[src/rtl/yrc_pkg.sv]
`timescale 1ns / 1ps
// ----------------------------------------------------------------------------
// yrc_pkg
// Shared types and constants of the yuv to rgb pixel format converter.
// ----------------------------------------------------------------------------
package yrc_pkg;

   // pixel format codes held in the format register
   localparam logic [1:0] FMT_BGRA   = 2'd0;
   localparam logic [1:0] FMT_NV12   = 2'd1;
   localparam logic [1:0] FMT_YCBYCR = 2'd2;
   localparam logic [1:0] FMT_CBYCRY = 2'd3;

   // depth of the job queue between front and back
   localparam int JOB_DEPTH = 2;
   localparam int JOB_PTR_W = (JOB_DEPTH > 1) ? $clog2(JOB_DEPTH) : 1;
   localparam int JOB_CNT_W = $clog2(JOB_DEPTH + 1);

   // product and sum widths of the conversion datapath
   localparam int PROD_W = 18;
   localparam int SUM_W  = 20;

   // bt.601 integer coefficients
   localparam logic signed [PROD_W-1:0] COEF_Y  = 18'sd298;
   localparam logic signed [PROD_W-1:0] COEF_BD = 18'sd516;
   localparam logic signed [PROD_W-1:0] COEF_GD = 18'sd100;
   localparam logic signed [PROD_W-1:0] COEF_GE = 18'sd208;
   localparam logic signed [PROD_W-1:0] COEF_RE = 18'sd409;
   localparam logic signed [SUM_W-1:0]  ROUND   = 20'sd128;
   localparam logic signed [8:0]        LUMA_OFS = 9'sd16;

   // one request word
   typedef struct packed {
      logic [7:0] byte_a;
      logic [7:0] byte_b;
      logic [7:0] byte_c;
      logic [7:0] byte_d;
      logic       second_pixel;
   } req_type;

   // one result pixel
   typedef struct packed {
      logic [7:0] blue;
      logic [7:0] green;
      logic [7:0] red;
      logic       last;
   } rsp_type;

   // classified job; in bgra mode luma0, luma1, chroma_b carry blue, green, red
   typedef struct packed {
      logic       is_rgb;
      logic       two;
      logic [7:0] luma0;
      logic [7:0] luma1;
      logic [7:0] chroma_b;
      logic [7:0] chroma_r;
   } job_type;

endpackage

[src/rtl/yuv_rgb_pixel_format_converter.sv]
`timescale 1ns / 1ps
// ----------------------------------------------------------------------------
// yuv_rgb_pixel_format_converter
// Converts bgra or yuv words (nv12 pair, ycbycr, cbycry) into bgr pixels.
// ----------------------------------------------------------------------------
//  channel   ports                          moves
//  request   req_push / req_full / req_data one 4-byte word per push
//  response  rsp_pop / rsp_empty / rsp_data one bgr pixel per pop, last flag
//  csr       csr_wr_en / csr_wr_data        pixel format, written any cycle
//
// the back end makes one pixel per cycle unless a held response stalls it: a
// bgra word gives one pixel, a yuv word with two pixels gives two.
// a two-entry job queue lets the front accept while the back is busy.
// reset is synchronous and clears queues, pipeline valids and the format.
// a held response stalls the back stages, then the queue, then req_full.
// ----------------------------------------------------------------------------
module yuv_rgb_pixel_format_converter (
   input  logic             clock,
   input  logic             reset,
   input  logic             req_push,
   input  yrc_pkg::req_type req_data,
   output logic             req_full,
   output logic             rsp_empty,
   output yrc_pkg::rsp_type rsp_data,
   input  logic             rsp_pop,
   input  logic             csr_wr_en,
   input  logic [1:0]       csr_wr_data
);
   import yrc_pkg::*;

   logic [1:0] pixel_format_ff, pixel_format_in;
   logic       job_push, job_full, job_pop, job_empty;
   job_type    job_wr, job_rd;

   // format register
   assign pixel_format_in = csr_wr_en ? csr_wr_data : pixel_format_ff;

   always_ff @(posedge clock) begin
      if (reset) begin
         pixel_format_ff <= FMT_BGRA;
      end else begin
         pixel_format_ff <= pixel_format_in;
      end
   end

   yrc_front u_front (
      .req_push     (req_push),
      .req_data     (req_data),
      .req_full     (req_full),
      .pixel_format (pixel_format_ff),
      .job_push     (job_push),
      .job_data     (job_wr),
      .job_full     (job_full)
   );

   yrc_job_fifo u_job_fifo (
      .clock   (clock),
      .reset   (reset),
      .push    (job_push),
      .wr_data (job_wr),
      .full    (job_full),
      .pop     (job_pop),
      .rd_data (job_rd),
      .empty   (job_empty)
   );

   yrc_back u_back (
      .clock     (clock),
      .reset     (reset),
      .job_empty (job_empty),
      .job_data  (job_rd),
      .job_pop   (job_pop),
      .rsp_empty (rsp_empty),
      .rsp_data  (rsp_data),
      .rsp_pop   (rsp_pop)
   );

`ifndef SYNTH
   // the back never retires a job that is not queued
   assert property (@(posedge clock) disable iff (reset) job_pop |-> !job_empty)
      else $error("job popped from empty queue");

   // reset leaves no response pending and the request side open
   assert property (@(posedge clock) $past(reset) |-> rsp_empty && !req_full)
      else $error("state not cleared by reset");

   // a bgra job always ends its word on its single pixel
   assert property (@(posedge clock) disable iff (reset)
      u_back.issue && job_rd.is_rgb |-> job_pop)
      else $error("bgra job not retired on its single pixel");
`endif

endmodule

[src/rtl/yrc_front.sv]
`timescale 1ns / 1ps
// ----------------------------------------------------------------------------
// yrc_front
// Accepts request words and sorts their bytes into luma and chroma by format.
// ----------------------------------------------------------------------------
module yrc_front (
   input  logic             req_push,
   input  yrc_pkg::req_type req_data,
   output logic             req_full,
   input  logic [1:0]       pixel_format,
   output logic             job_push,
   output yrc_pkg::job_type job_data,
   input  logic             job_full
);
   import yrc_pkg::*;

   // handshake toward the job queue
   assign req_full = job_full;
   assign job_push = req_push && !job_full;

   // byte order per pixel format
   always_comb begin
      job_data.two = req_data.second_pixel;
      unique case (pixel_format)
         FMT_NV12: begin
            job_data.is_rgb   = 1'b0;
            job_data.luma0    = req_data.byte_a;
            job_data.luma1    = req_data.byte_b;
            job_data.chroma_b = req_data.byte_c;
            job_data.chroma_r = req_data.byte_d;
         end
         FMT_YCBYCR: begin
            job_data.is_rgb   = 1'b0;
            job_data.luma0    = req_data.byte_a;
            job_data.chroma_b = req_data.byte_b;
            job_data.luma1    = req_data.byte_c;
            job_data.chroma_r = req_data.byte_d;
         end
         FMT_CBYCRY: begin
            job_data.is_rgb   = 1'b0;
            job_data.chroma_b = req_data.byte_a;
            job_data.luma0    = req_data.byte_b;
            job_data.chroma_r = req_data.byte_c;
            job_data.luma1    = req_data.byte_d;
         end
         default: begin
            // bgra: alpha dropped, one pixel
            job_data.is_rgb   = 1'b1;
            job_data.luma0    = req_data.byte_a;
            job_data.luma1    = req_data.byte_b;
            job_data.chroma_b = req_data.byte_c;
            job_data.chroma_r = req_data.byte_d;
         end
      endcase
   end

endmodule

[src/rtl/yrc_job_fifo.sv]
`timescale 1ns / 1ps
// ----------------------------------------------------------------------------
// yrc_job_fifo
// Short register queue of classified jobs between front and back.
// ----------------------------------------------------------------------------
module yrc_job_fifo (
   input  logic             clock,
   input  logic             reset,
   input  logic             push,
   input  yrc_pkg::job_type wr_data,
   output logic             full,
   input  logic             pop,
   output yrc_pkg::job_type rd_data,
   output logic             empty
);
   import yrc_pkg::*;

   job_type                entry_ff [JOB_DEPTH];
   logic [JOB_PTR_W-1:0]   wr_ptr_ff, wr_ptr_in;
   logic [JOB_PTR_W-1:0]   rd_ptr_ff, rd_ptr_in;
   logic [JOB_CNT_W-1:0]   count_ff, count_in;
   logic                   do_push, do_pop;

   assign full    = (count_ff == JOB_CNT_W'(JOB_DEPTH));
   assign empty   = (count_ff == '0);
   assign do_push = push && !full;
   assign do_pop  = pop && !empty;
   assign rd_data = entry_ff[rd_ptr_ff];

   // pointer and count update
   always_comb begin
      wr_ptr_in = wr_ptr_ff;
      rd_ptr_in = rd_ptr_ff;
      count_in  = count_ff;
      if (do_push) begin
         wr_ptr_in = (wr_ptr_ff == JOB_PTR_W'(JOB_DEPTH - 1)) ? '0 : wr_ptr_ff + 1'b1;
      end
      if (do_pop) begin
         rd_ptr_in = (rd_ptr_ff == JOB_PTR_W'(JOB_DEPTH - 1)) ? '0 : rd_ptr_ff + 1'b1;
      end
      if (do_push && !do_pop) begin
         count_in = count_ff + 1'b1;
      end else if (do_pop && !do_push) begin
         count_in = count_ff - 1'b1;
      end
   end

   always_ff @(posedge clock) begin
      if (reset) begin
         wr_ptr_ff <= '0;
         rd_ptr_ff <= '0;
         count_ff  <= '0;
      end else begin
         wr_ptr_ff <= wr_ptr_in;
         rd_ptr_ff <= rd_ptr_in;
         count_ff  <= count_in;
      end
   end

   // entry storage
   always_ff @(posedge clock) begin
      if (do_push) begin
         entry_ff[wr_ptr_ff] <= wr_data;
      end
   end

endmodule

[src/rtl/yrc_back.sv]
`timescale 1ns / 1ps
// ----------------------------------------------------------------------------
// yrc_back
// Emits one pixel per cycle from queued jobs while the output is not held:
// product stage, then sum, round and clamp into the output register.
// ----------------------------------------------------------------------------
module yrc_back (
   input  logic             clock,
   input  logic             reset,
   input  logic             job_empty,
   input  yrc_pkg::job_type job_data,
   output logic             job_pop,
   output logic             rsp_empty,
   output yrc_pkg::rsp_type rsp_data,
   input  logic             rsp_pop
);
   import yrc_pkg::*;

   // shift by 8 with floor and clamp to 0..255
   function automatic logic [7:0] clamp_byte(input logic signed [SUM_W-1:0] sum);
      logic signed [SUM_W-1:0] shifted;
      shifted = sum >>> 8;
      if (sum[SUM_W-1]) begin
         clamp_byte = 8'd0;
      end else if (|shifted[SUM_W-1:8]) begin
         clamp_byte = 8'd255;
      end else begin
         clamp_byte = shifted[7:0];
      end
   endfunction

   logic                     phase_ff, phase_in;
   logic                     a_valid_ff, a_valid_in;
   logic                     a_is_rgb_ff;
   logic                     a_last_ff;
   logic [7:0]               a_blue_ff, a_green_ff, a_red_ff;
   logic signed [PROD_W-1:0] a_py_ff, a_pbd_ff, a_pgd_ff, a_pge_ff, a_pre_ff;
   logic                     out_valid_ff, out_valid_in;
   rsp_type                  out_data_ff, out_data_in;

   logic                     b_ready, a_ready, issue, pix_last;
   logic [7:0]               luma;
   logic signed [8:0]        c_val;
   logic signed [7:0]        d_val, e_val;
   logic signed [PROD_W-1:0] c_ext, d_ext, e_ext;
   logic signed [SUM_W-1:0]  sum_b, sum_g, sum_r;

   // stall chain and pixel sequencing
   always_comb begin
      b_ready    = !out_valid_ff || rsp_pop;
      a_ready    = !a_valid_ff || b_ready;
      issue      = !job_empty && a_ready;
      pix_last   = job_data.is_rgb || !job_data.two || phase_ff;
      job_pop    = issue && pix_last;
      phase_in   = issue ? !pix_last : phase_ff;
      a_valid_in = a_ready ? issue : a_valid_ff;
   end

   // offsets of luma and chroma
   always_comb begin
      luma  = phase_ff ? job_data.luma1 : job_data.luma0;
      c_val = $signed({1'b0, luma}) - LUMA_OFS;
      d_val = $signed({~job_data.chroma_b[7], job_data.chroma_b[6:0]});
      e_val = $signed({~job_data.chroma_r[7], job_data.chroma_r[6:0]});
      c_ext = PROD_W'(c_val);
      d_ext = PROD_W'(d_val);
      e_ext = PROD_W'(e_val);
   end

   // product stage
   always_ff @(posedge clock) begin
      if (a_ready) begin
         a_is_rgb_ff <= job_data.is_rgb;
         a_last_ff   <= pix_last;
         a_blue_ff   <= job_data.luma0;
         a_green_ff  <= job_data.luma1;
         a_red_ff    <= job_data.chroma_b;
         a_py_ff     <= c_ext * COEF_Y;
         a_pbd_ff    <= d_ext * COEF_BD;
         a_pgd_ff    <= d_ext * COEF_GD;
         a_pge_ff    <= e_ext * COEF_GE;
         a_pre_ff    <= e_ext * COEF_RE;
      end
   end

   // sum, round and clamp
   always_comb begin
      sum_b = SUM_W'(a_py_ff) + SUM_W'(a_pbd_ff) + ROUND;
      sum_g = SUM_W'(a_py_ff) - SUM_W'(a_pgd_ff) - SUM_W'(a_pge_ff) + ROUND;
      sum_r = SUM_W'(a_py_ff) + SUM_W'(a_pre_ff) + ROUND;
      out_data_in.last = a_last_ff;
      if (a_is_rgb_ff) begin
         out_data_in.blue  = a_blue_ff;
         out_data_in.green = a_green_ff;
         out_data_in.red   = a_red_ff;
      end else begin
         out_data_in.blue  = clamp_byte(sum_b);
         out_data_in.green = clamp_byte(sum_g);
         out_data_in.red   = clamp_byte(sum_r);
      end
      out_valid_in = b_ready ? a_valid_ff : out_valid_ff;
   end

   // output register
   always_ff @(posedge clock) begin
      if (b_ready) begin
         out_data_ff <= out_data_in;
      end
   end

   // control state
   always_ff @(posedge clock) begin
      if (reset) begin
         phase_ff     <= 1'b0;
         a_valid_ff   <= 1'b0;
         out_valid_ff <= 1'b0;
      end else begin
         phase_ff     <= phase_in;
         a_valid_ff   <= a_valid_in;
         out_valid_ff <= out_valid_in;
      end
   end

   assign rsp_empty = !out_valid_ff;
   assign rsp_data  = out_data_ff;

endmodule

[config.mk]
export PLATFORM = sky130hd
export DESIGN_NAME = yuv_rgb_pixel_format_converter
export DESIGN_NICKNAME = d
export VERILOG_FILES = /design/src/rtl/yrc_pkg.sv /design/src/rtl/yuv_rgb_pixel_format_converter.sv /design/src/rtl/yrc_front.sv /design/src/rtl/yrc_job_fifo.sv /design/src/rtl/yrc_back.sv
export SDC_FILE = /design/constraint.sdc
export NUM_CORES = 1
export LEC_CHECK = 0
export BUFFER_PORTS_ARGS = -buffer_cell sky130_fd_sc_hd__buf_2
export CORE_ASPECT_RATIO = 0.9
export CORE_MARGIN = 5
export CORE_UTILIZATION = 61
export CTS_CLUSTER_SIZE = 24
export DETAILED_ROUTE_END_ITERATION = 7
export PLACE_DENSITY = 0.81
export SKIP_LAST_GASP = 1
export SYNTH_ARGS = -nofsm -noshare
export SYNTH_HDL_FRONTEND = slang
export SYNTH_HIERARCHICAL = 1
export SYNTH_SLANG_ARGS = --single-unit
export TNS_END_PERCENT = 30
[constraint.sdc]
create_clock -name clock -period 6.4 [get_ports clock]
set_input_delay 1.28 -clock clock [delete_from_list [all_inputs] [get_ports clock]]
set_output_delay 1.28 -clock clock [all_outputs]
set_load 0.005 [all_outputs]
==> impl_metrics.ini <==
[setup_path]
end_kind = flip-flop
arrival_ns = 6.08
crit_required_ns = 6.60
start_kind = flip-flop
worst_r2r_path_depth = 22
critPathMaxFanout = 8
crit_type = reg2reg

[routing]
ant_nets = 0
vias = 9421
dr.pass1.iters = 6
drt-total-wl_mm = 30.6
drt_iter0_drc = 836
wl_per_cell_um = 18.6
viasPerCell = 5.73
route.detailed.drc = 0

[sta]
skew_ns = 0.0250
worst_slew_pin_slew_ns = 1.19
maxSlewHeadroom_pct = 20.5
fmax_ghz = 0.170
rsz0062_at_grt = false
min_period_ns = 5.88
setup_viol = 0
slew_violations = 0
setup_slack_ns = 0.522
finalHoldViolCount = 0
setup_tns_ns = 0
layout_worst_path_cycle_share_pct = 91.8

[finish]
diodes = 0
drive_gt1_share_pct = 14.7
area_delta_synth_final_pct = 8.93
nFillCells = 1684
final_cell_area_um2 = 16000
multi_input_area_um2 = 8090
nets = 1666
seq_area_um2 = 5760

[yosys]
syn-instance-count = 1250
syn_area_um2 = 14700
async_flop_share_pct = 0
syn_nets = 1593
synthTopCellsByArea = edfxtp_1 38%, ha_1 21%, fa_1 7.3%
synth_top_area_share_pct = 37.7
yosys.cell_count.top_type = ha_1
synthTopCellsByCount = 249 x ha_1, 203 x inv_1, 185 x edfxtp_1, 74 x a21oi_1, 60 x nor2_1
postSynthAreaPerCell_um2 = 11.8
synth_edf_count = 185
ys_types = 76
seq_area_frac_synth_pct = 39.1
yosysWarnings = 6
yosys.area.top_type = edfxtp_1
ys.flop_type = edfxtp_1
ys_ff_latch = 195

[min_path]
min_from = u_back/a_last_ff$_DFFE_PN_
hp-class = reg2reg
hold_depth = 0

[global_routing]
grt_pass1_vias = 9476
grt_pass1_wl_mm = 49.2
grt_start_max_net_pins = 94
globalRouteOverflowTotal = 0
antenna_found_initial = 0
grt_usage_pct = 23.1

[placed_design]
io_buffers = 66
pre_cts_slack_ns = 0.714
post_dp_cell_area_um2 = 15400
gp_congestion = 0.893
hpwl_mm = 23.8

[cts]
cts_max_path_buffers = 2
cts_resized = 0
tritoncts = built
hold_buffers = 0
insertion_delay_ns = 0.47
cts_root_buf = clkbuf_16
cts.sinks = 195
clkTransAtPathRegs_ns = 0.09
post_cts_buffers = 0
h-tree-depth = 4
cts_made_buffers = 17

[floorplan]
std_cell_rows = 54
start_util_pct = 61.4
die_area_um2 = 27300
die_x_um = 174
die_h_um = 157
boundaryPins = 67
core_um2 = 24000

[outcome]
outcome = finished, final reports clean

[run]
drv_cap = 0
[kinds of logic (layout without fill, tap and decap cells)]
kind of cell	count (synthesis)	after routing	synth area share, %
mux	81	81	6.25
simple gates	164	164	5.43
compound gates	210	210	10.2
fa+ha+maj	303	303	28.5
xor+xnor	75	75	4.51
buf+inv	222	308	6.00
flops	195	195	39.1
[final timing paths]
check / endpoint / slack, ns
min reg2reg: u_back/rsp_data[0]$_DFFE_PP_ / 0.43
max: u_back/a_py_ff[16]$_DFFE_PN_ / 0.52
max reg2reg: u_back/a_py_ff[16]$_DFFE_PN_ / 0.52
min: u_back/rsp_data[0]$_DFFE_PP_ / 0.43
[cell usage in the layout (no fill, tap or decap), drive strengths merged, types with 4 or more instances in the layout]
cell type  instances
a221oi             9
ha               249
clkinv             4
nand3             14
nor2b             10
o211ai             5
clkbuf            17
nor2              60
a221o              9
edfxtp           185
dfxtp             10
or3                5
and2               7
a21o              18
inv              214
a21oi             77
a31oi              4
mux2              57
o21a               7
fa                54
xor2              23
xnor2             52
a211oi             5
o21ai             30
buf               73
nor3              17
nand2             33
mux2i             24
o21bai            13
a22o               7
nand3b             4
[flip-flops by register name, indices dropped and copies added (netlist names), 8 cells and up, named ones only]
signal / flops
u_back/a_pbd_ff: 9
u_back/a_blue_ff: 8
u_back/a_green_ff: 8
u_back/a_pre_ff: 18
u_back/a_pgd_ff: 11
u_back/a_pge_ff: 11
u_job_fifo/entry_ff: 68
u_back/a_py_ff: 17
u_back/a_red_ff: 8
u_back/rsp_data: 25
[area by class of cell]
class / instances / share of cell area [%]
Clock buffer: 17 / 2.65
Clock inverter: 15 / 1.47
Inverter: 203 / 4.75
Multi-Input combinational cell: 833 / 50.4
Sequential cell: 195 / 35.9
Tap cell: 308 / 2.40
Timing Repair Buffer: 73 / 2.39
[per-stage QoR]
step	utilization (%)	cells	hold WS (ns)
2_1_floorplan	-	1250	0.400
5_1_grt	66.8	1644	0.457
6_report	66.8	1644	0.435
3_3_place_gp	64.1	1612	0.402
3_5_place_dp	64.1	1612	0.418
4_1_cts	66.8	1644	0.439
[layer usage]
metal	track usage, %	up-vias	routed length (um)
li1	-	4598	-
met1	31.3	4474	13800
met2	38.6	299	14200
met3	3.10	50	1640
met4	8.25	0	867
met5	0	-	0
[critical path: stages, from the launching register on]
cell and delay (ns):
dfxtp_1 0.51, mux2_2 0.39, mux2i_1 0.48, nand2_1 0.19, nor2_1 0.17, xor2_1 0.16
nor2_1 0.05, a21oi_1 0.35, ha_1 0.32, ha_1 0.30, ha_1 0.28, inv_1 0.05
fa_1 0.53, inv_1 0.04, ha_1 0.34, nor2b_1 0.16, o21ai_0 0.25, a21boi_0 0.18
o21ai_0 0.26, a21oi_1 0.12, o21ai_0 0.21, mux2i_1 0.20, nand2_1 0.06
Power is not shown: default switching activity piles up to over one toggle a cycle in this logic, so the estimate is an artifact.
